===== src/rtl/tgbc_pkg.sv =====
// Package for the tile grid box collision block: sizes, codes and the
// controller/datapath command and status types. No dependencies.
`timescale 1ns / 1ps

package tgbc_pkg;

  localparam int MAX_CELLS   = 4096;
  localparam int CELL_AW     = $clog2(MAX_CELLS);
  localparam int COORD_W     = 16;
  localparam int BOX_W       = 13;
  localparam int TS_W        = 9;
  localparam int MAP_W       = 7;
  localparam int DIVD_W      = COORD_W + 1;
  localparam int DIV_CW      = $clog2(DIVD_W + 1);
  localparam int PROD_W      = TS_W + MAP_W;
  localparam int NY_W        = 18;
  localparam int CLS_W       = 2;
  localparam int SNAP_MARGIN = 4;
  localparam int LADDER_LAST = 12;

  localparam logic [2:0] KIND_WRITE = 3'd0;
  localparam logic [2:0] KIND_POINT = 3'd1;
  localparam logic [2:0] KIND_LEFT  = 3'd2;
  localparam logic [2:0] KIND_RIGHT = 3'd3;
  localparam logic [2:0] KIND_DOWN  = 3'd4;
  localparam logic [2:0] KIND_UP    = 3'd5;

  localparam logic [CLS_W-1:0] CLS_AIR    = 2'd0;
  localparam logic [CLS_W-1:0] CLS_LADDER = 2'd1;
  localparam logic [CLS_W-1:0] CLS_SOLID  = 2'd2;
  localparam logic [CLS_W-1:0] CLS_BREAK  = 2'd3;

  localparam logic [1:0] REG_TILE_SIZE  = 2'd0;
  localparam logic [1:0] REG_MAP_WIDTH  = 2'd1;
  localparam logic [1:0] REG_MAP_HEIGHT = 2'd2;

  localparam logic [1:0] DIV_LAST = 2'd2;

  typedef enum logic [3:0] {
    ST_CLEAR, ST_IDLE, ST_DISPATCH, ST_WRITE, ST_DIV_START, ST_DIV_WAIT,
    ST_SCAN_INIT, ST_ISSUE, ST_CHECK, ST_DONE
  } state_t;

  typedef struct packed {
    logic       clr_en;
    logic       load;
    logic       wr_cell;
    logic       div_start;
    logic [1:0] div_sel;
    logic       scan_init;
    logic       scan_issue;
    logic       scan_check;
    logic       out_load;
  } cmd_t;

  typedef struct packed {
    logic       clr_last;
    logic       div_done;
    logic       scan_finish;
    logic [2:0] kind;
  } sts_t;

endpackage


===== src/rtl/tgbc_ctrl.sv =====
// Controller state machine: grid clear, dispatch, divide sequence, cell scan
// and output handshake. Depends on tgbc_pkg.
`timescale 1ns / 1ps

module tgbc_ctrl (
  input  logic           clk,
  input  logic           rst_n,
  input  logic           in_valid,
  output logic           in_ready,
  output logic           out_valid,
  input  logic           out_ready,
  output tgbc_pkg::cmd_t cmd,
  input  tgbc_pkg::sts_t sts
);
  import tgbc_pkg::*;

  state_t     state_r, state_nxt;
  logic [1:0] div_sel_r, div_sel_nxt;
  logic       out_valid_r, out_valid_nxt;
  logic       out_free;

  assign out_free = !out_valid_r || out_ready;

  always_comb begin
    state_nxt = state_r;
    case (state_r)
      ST_CLEAR:     if (sts.clr_last) state_nxt = ST_IDLE;
      ST_IDLE:      if (in_valid) state_nxt = ST_DISPATCH;
      ST_DISPATCH: begin
        if (sts.kind == KIND_WRITE) state_nxt = ST_WRITE;
        else if (sts.kind inside {[KIND_POINT:KIND_UP]}) state_nxt = ST_DIV_START;
        else state_nxt = ST_DONE;
      end
      ST_WRITE:     state_nxt = ST_DONE;
      ST_DIV_START: state_nxt = ST_DIV_WAIT;
      ST_DIV_WAIT: begin
        if (sts.div_done) state_nxt = (div_sel_r == DIV_LAST) ? ST_SCAN_INIT : ST_DIV_START;
      end
      ST_SCAN_INIT: state_nxt = ST_ISSUE;
      ST_ISSUE:     state_nxt = ST_CHECK;
      ST_CHECK:     state_nxt = sts.scan_finish ? ST_DONE : ST_ISSUE;
      ST_DONE:      if (out_free) state_nxt = ST_IDLE;
      default:      state_nxt = ST_IDLE;
    endcase
  end

  always_comb begin
    cmd            = '0;
    cmd.div_sel    = div_sel_r;
    cmd.clr_en     = (state_r == ST_CLEAR);
    cmd.load       = (state_r == ST_IDLE) && in_valid;
    cmd.wr_cell    = (state_r == ST_WRITE);
    cmd.div_start  = (state_r == ST_DIV_START);
    cmd.scan_init  = (state_r == ST_SCAN_INIT);
    cmd.scan_issue = (state_r == ST_ISSUE);
    cmd.scan_check = (state_r == ST_CHECK);
    cmd.out_load   = (state_r == ST_DONE) && out_free;
    in_ready       = (state_r == ST_IDLE);
  end

  always_comb begin
    div_sel_nxt = div_sel_r;
    if (state_r == ST_DISPATCH) div_sel_nxt = '0;
    else if (state_r == ST_DIV_WAIT && sts.div_done) div_sel_nxt = div_sel_r + 1'b1;
    out_valid_nxt = cmd.out_load ? 1'b1 : (out_ready ? 1'b0 : out_valid_r);
  end

  always_ff @(posedge clk) begin
    if (!rst_n) begin
      state_r     <= ST_CLEAR;
      div_sel_r   <= '0;
      out_valid_r <= 1'b0;
    end else begin
      state_r     <= state_nxt;
      div_sel_r   <= div_sel_nxt;
      out_valid_r <= out_valid_nxt;
    end
  end

  assign out_valid = out_valid_r;

  a_issue_check: assert property (@(posedge clk) disable iff (!rst_n)
    state_r == ST_ISSUE |=> state_r == ST_CHECK) else $error("issue not followed by check");
  a_result_src: assert property (@(posedge clk) disable iff (!rst_n)
    $rose(out_valid_r) |-> $past(state_r == ST_DONE)) else $error("result raised outside done");

endmodule


===== config.mk =====
export PLATFORM = sky130hd
export DESIGN_NAME = tgbc_ctrl
export DESIGN_NICKNAME = d
export VERILOG_FILES = /design/src/rtl/tgbc_pkg.sv /design/src/rtl/tgbc_ctrl.sv
export SDC_FILE = /design/constraint.sdc
export NUM_CORES = 1
export LEC_CHECK = 0
export ABC_CLOCK_PERIOD_IN_PS = 2800
export BUFFER_PORTS_ARGS = -buffer_cell sky130_fd_sc_hd__buf_2
export CAP_MARGIN = 20
export CORE_AREA = 3 3 40 42
export CTS_CLUSTER_DIAMETER = 100
export DETAILED_ROUTE_END_ITERATION = 12
export DIE_AREA = 0 0 43 45
export PLACE_DENSITY = 0.66
export SLEW_MARGIN = 20
export SYNTH_ARGS = -nofsm -noshare
export SYNTH_HDL_FRONTEND = slang
export SYNTH_SLANG_ARGS = --single-unit

===== constraint.sdc =====
create_clock -name clk -period 2.8 [get_ports clk]
set_input_delay 0.28 -clock clk [delete_from_list [all_inputs] [get_ports clk]]
set_output_delay 0.28 -clock clk [all_outputs]
set_load 0.02 [all_outputs]

==> impl_metrics.tcl, run 1 <==
set metrics [dict create \
    status "finished, final reports clean" \
    grt_pass1_vias 492 \
    end_kind "output port" \
    path_buf_inv 2 \
    netlist_area_sq_um 518 \
    relSlewSlack_pct 71.3 \
    tightest_slew_ns 0.430 \
    cts-root-buf "clkbuf_4" \
    grt_start_max_net_pins 14 \
    synth-edff-count 0 \
    syn_inst 67 \
    path_class "flop to output port" \
    syn_to_final_growth_pct 22.7 \
    r2r_cells 3 \
    overflow 0 \
    fillers 131 \
    wl_per_cell_um 12.0 \
    synth-seq-cells 7 \
    synthFlopType "dfxtp_1" \
    dr_total_vias 543 \
    core_sq_mm 0.00128 \
    yosysTopAreaCell "dfxtp_1" \
    drive_gt1_share_pct 31.0 \
    yosysSeqAreaShare_pct 27.1 \
    setup_viol 0 \
    synth.most_common_cell "dfxtp_1" \
    ys_types 33 \
    clock-sinks 7 \
    grt_setup_unrepaired "false" \
    cp_cell_sequence "nand2b_1 -> or3_1 -> inv_1 -> buf_2" \
    ctsHoldBuffers 0 \
    vias_per_cell 5.32 \
    clockBufferDepth 2 \
    critPathSlowestCell "dfxtp_1" \
    min_period_ns 1.80 \
    dieArea_sq_mm 0.00194 \
    worst_setup_path_start_kind "flop" \
    die_h_um 45 \
    critPathLaunch "state_r[3]" \
    hold_ws_ns 0.291 \
    yosysWarningCount 0 \
    min_path_cells 2 \
    final_area_sq_um 636 \
    dp_hpwl_um 970 \
    post_dp_cell_area_sq_um 609 \
    synth_commonest_cells "dfxtp_1 (7), inv_1 (6), nand2b_1 (6), nor2_1 (6), nand2_1 (5)" \
    multiInputGateArea_sq_um 323 \
    period_share_pct 64.5 \
    synth_top_area_share_pct 27.1 \
    fp-row-count 13 \
    totalPowerFinal_uw 240 \
    tns_ns 0 \
    insertion_delay_ns 0.25 \
    reg2reg_from "state_r[1]" \
    n_antenna_cell 0 \
    antenna_left 0 \
    arrival_ns 1.52 \
    gp_congestion 0.862 \
    async_flop_share_pct 0 \
    fin_skew_ns 0.00243 \
    grt_antenna_before_repair 0 \
    clkTransAtPathRegs_ns 0.05 \
    cts_tree "yes" \
    pre_cts_slack_ns 1.28 \
    grt_pass1_wl_mm 2.10 \
    timing.critical_path.max_delay_family "simple AND/OR/NAND/NOR gates" \
    crit_path_max_incr_delay_ns 0.50 \
    critPathMaxFanout 10 \
    peakVddDrop_mv 0.344 \
    min_from "rst_n" \
    drt_iter0_drc 8 \
    fin_nets 99 \
    drc_errors 0 \
    syn-num-nets 78 \
    seq_area_sq_um 140 \
    slew_violations 0 \
    wirelength_mm 1.23 \
    die_x_um 43 \
    yosys-top-cells-area "dfxtp_1 (27%), nand2b_1 (7.2%), inv_1 (4.3%), nor2_1 (4.3%), nor3_1 (3.9%)" \
    required_ns 2.52 \
    cellPowerDensity_mw_per_mm2 377 \
    avgSynthCellArea_sq_um 7.73 \
    final_hold_viol_count 0 \
    firstDrtPassIters 4 \
    num_io_pins 22 \
    grt.total_usage_pct 14.2 \
    cts_buffers 3 \
    htreeDepth 1 \
    cts_resized 0 \
    min_path_type "primary input to flop" \
    initial_core_util_pct 40.3 \
    maxCapViolCount 0 \
    postCtsSetupBuffers 0 \
    power_leakage_nw 0.288 \
    worst_slack_ns 0.995 \
    max_freq_mhz 554 \
    portBuffers 21 \
    cp.depth 4 \
]
## through the flow
stage | util, % | cells
5_1_grt | 49.5 | 102
4_1_cts | 49.5 | 102
3_5_place_dp | 47.4 | 98
6_report | 49.5 | 102
3_3_place_gp | 47.4 | 98
2_1_floorplan | - | 67
## routing by layer
layer / part of all wire (%) / routed length [um] / GRT usage [%]
met1: 43 / 530 / 16.0
met4: 0 / 0 / 0
met5: 0 / 0 / 0
met2: 52 / 632 / 25.4
met3: 5.1 / 62 / 7.57
## cells by family (layout without fill, tap and decap cells)
group	after synthesis	after routing	share of synthesized area, %
flops	7	7	27.1
xor+xnor	1	1	1.69
compound gates	14	14	21.0
buf+inv	11	31	10.6
simple gates	32	32	35.3
mux	1	1	1.93
fa+ha+maj	1	1	2.42
## sequential cells by signal, indices dropped and copies added (netlist names)
signal	count
state_r	4
div_sel_r	2
out_valid	1
## power breakdown
part           total (mW)  switching (mW)  internal (mW)  leakage [nW]
combinational      0.0411          0.0224         0.0187         0.216
sequential          0.108         0.00651          0.102        0.0567
clock              0.0901          0.0358         0.0543        0.0150
total               0.240          0.0647          0.175         0.288
## layout make-up
class,count,share of cell area [%]
clock buffer,4,4.13
inverter,6,3.54
multi-input combinational,49,50.8
sequential,7,22.0
tap,15,2.95
timing repair buffer,21,16.5
## worst register-to-register path, stage by stage (launching register included)
cell and delay, ns:
dfxtp_1 0.50, or4b_4 0.52, a211oi_2 0.25, a311oi_1 0.08
## cells in the final DEF, fill, tap and decap left out, drive strengths merged
cell,n
a21oi,1
and3b,2
nand4b,1
mux2i,1
inv,6
nor2b,2
clkbuf,4
nand2,5
buf,21
or3,1
nor2,6
o31ai,1
or4b,1
nor3,4
and2,1
o21a,1
o32ai,1
ha,1
a211oi,2
nor4,2
o31a,1
nand2b,6
a31oi,2
a311oi,1
o21ai,2
xnor2,1
or2,1
o221a,1
o221ai,1
dfxtp,7
## path summary, 6_finish.rpt
path / endpoint / slack [ns]
min reg2reg: div_sel_r[1] / 0.49
max: cmd[1] / 1.0
min: out_valid / 0.29
max reg2reg: state_r[0] / 1.30
Note: power is estimated with default switching activity, not from simulation.
==> inputs of run 2 (changes only) <==
- ABC_CLOCK_PERIOD_IN_PS: 2800 -> 1500
- PLACE_DENSITY: 0.66 -> 0.69
- clock period: 2.8 -> 1.5 ns (I/O delays scaled with it)
==> run 2 against run 1 <==
Cell count increased by 8.8%. Clock power increased by 93%. Wire length is 26% higher. Register-to-register slack got worse by 1.3 ns. Global-route usage rose by 3.3 points. Critical endpoint is now state_r[1].
==> impl_metrics.tcl, run 2 (synthesis gave the netlist of run 1 again) <==
set metrics [dict create \
    pre_cts_slack_ns 0.0907 \
    portBuffers 21 \
    clockBufferDepth 2 \
    crit_path_max_incr_delay_ns 0.37 \
    worst_setup_path_start_kind "flop" \
    setup_viol 0 \
    cts-root-buf "clkbuf_4" \
    clock-sinks 7 \
    initial_core_util_pct 40.3 \
    hold_ws_ns 0.163 \
    tightest_slew_ns 0.313 \
    power_leakage_nw 0.351 \
    max_freq_mhz 683 \
    firstDrtPassIters 2 \
    syn_to_final_growth_pct 50.7 \
    arrival_ns 1.66 \
    drt_iter0_drc 7 \
    critPathMaxFanout 6 \
    required_ns 1.69 \
    layout_commonest_cell "buf_2" \
    drc_errors 0 \
    period_share_pct 97.6 \
    status "finished, final reports clean" \
    grt_start_max_net_pins 12 \
    die_x_um 43 \
    gp_congestion 0.816 \
    antenna_left 0 \
    dieArea_sq_mm 0.00194 \
    overflow 0 \
    maxCapViolCount 0 \
    dr_total_vias 588 \
    min_period_ns 1.46 \
    die_h_um 45 \
    htreeDepth 1 \
    cellPowerDensity_mw_per_mm2 624 \
    vias_per_cell 5.30 \
    cts_buffers 3 \
    critPathSlowestCell "dfxtp_4" \
    peakVddDrop_mv 0.622 \
    cp_cell_sequence "nand2b_4 -> or3_4 -> buf_4 -> o221ai_1 -> and3b_1" \
    grt_pass1_wl_mm 2.50 \
    min_path_type "primary input to flop" \
    fin_nets 108 \
    largest_reg_flops 4 \
    fin_skew_ns 0.00487 \
    worst_slack_ns 0.0358 \
    fp-row-count 13 \
    grt_pass1_vias 557 \
    num_io_pins 22 \
    wl_per_cell_um 13.9 \
    tns_ns 0 \
    n_antenna_cell 0 \
    ctsHoldBuffers 0 \
    core_sq_mm 0.00128 \
    relSlewSlack_pct 79.0 \
    dp_hpwl_mm 1.10 \
    cts_tree "yes" \
    grt.total_usage_pct 17.5 \
    wirelength_mm 1.54 \
    clkTransAtPathRegs_ns 0.06 \
    stdcell_count 111 \
    grt_antenna_before_repair 0 \
    regMostFlops "state_r" \
    end_kind "flop" \
    slew_violations 0 \
    final_hold_viol_count 0 \
    insertion_delay_ns 0.25 \
    path_class "flop to flop" \
    mostFrequentLayoutCells "buf_2 (17), buf_4 (10), nor2_1 (6)" \
    utilization_pct 60.8 \
    drive_gt1_share_pct 49.0 \
    grt_setup_unrepaired "true" \
    dp.cells 103 \
]
[run 2: cell types whose count changed in the layout (fill, tap and decap cells not counted), moves of 2 or more]
| cell | before | now |
|---|---|---|
| buf_4 | 0 | 10 |
| buf_2 | 21 | 17 |
| dfxtp_1 | 7 | 3 |
| buf_6 | 0 | 3 |
| dfxtp_2 | 0 | 2 |
| dfxtp_4 | 0 | 2 |
| nand2b_1 | 6 | 4 |
| nand2b_4 | 0 | 2 |
| nor4_1 | 2 | 0 |
[run 2: critical path, delay by kind of cell (launching register included)]
family | cells | cell delay, ns
simple gates | 3 | 0.69
flops | 1 | 0.37
compound gates | 1 | 0.19
buf+inv | 1 | 0.15
[run 2: per-stage QoR]
step           cell area, sq um  total power, mW
4_1_cts                     717            0.478
5_1_grt                     781            0.514
3_3_place_gp                653            0.294
3_5_place_dp                653            0.295
2_1_floorplan               524            0.255
6_report                    781            0.487
[run 2: layer usage]
layer / track usage, % / wire, um / vias up
li1: - / - / 293
met2: 33.2 / 822 / 15
met1: 19.4 / 637 / 280
met3: 7.57 / 79 / 0
met5: 0 / 0 / -
met4: 0 / 0 / 0
[run 2: worst paths after layout]
kind                     start      endpoint  cells past startpoint  slack (ns)
setup / recovery    state_r[1]    state_r[1]                      5        0.04
hold / removal           rst_n     out_valid                      2        0.16
setup reg to reg    state_r[1]    state_r[1]                      5        0.04
hold reg to reg   div_sel_r[1]  div_sel_r[1]                      2        0.48
[run 2: area by class of cell]
type | instances | area [sq um]
Timing Repair Buffer | 30 | 194
Sequential cell | 7 | 150
Fill cell | 122 | 504
Inverter | 6 | 22.5
Tap cell | 15 | 18.8
Multi-Input combinational cell | 49 | 369
Clock buffer | 4 | 26.3
[run 2: where the power goes]
| part | internal (mW) | leakage (nW) | total, mW | switching, mW |
|---|---|---|---|---|
| clock | 0.102 | 0.0150 | 0.174 | 0.0719 |
| combinational | 0.0590 | 0.277 | 0.118 | 0.0588 |
| sequential | 0.189 | 0.0591 | 0.196 | 0.00677 |
[run 2: repair_timing]
| action | 4_1_cts | 5_1_grt |
|---|---|---|
| resized for setup | 7 | 13 |
| buffers inserted | 1 | 3 |
| endpoints found under the setup margin | 5 | 7 |
| pin swaps | 0 | 1 |
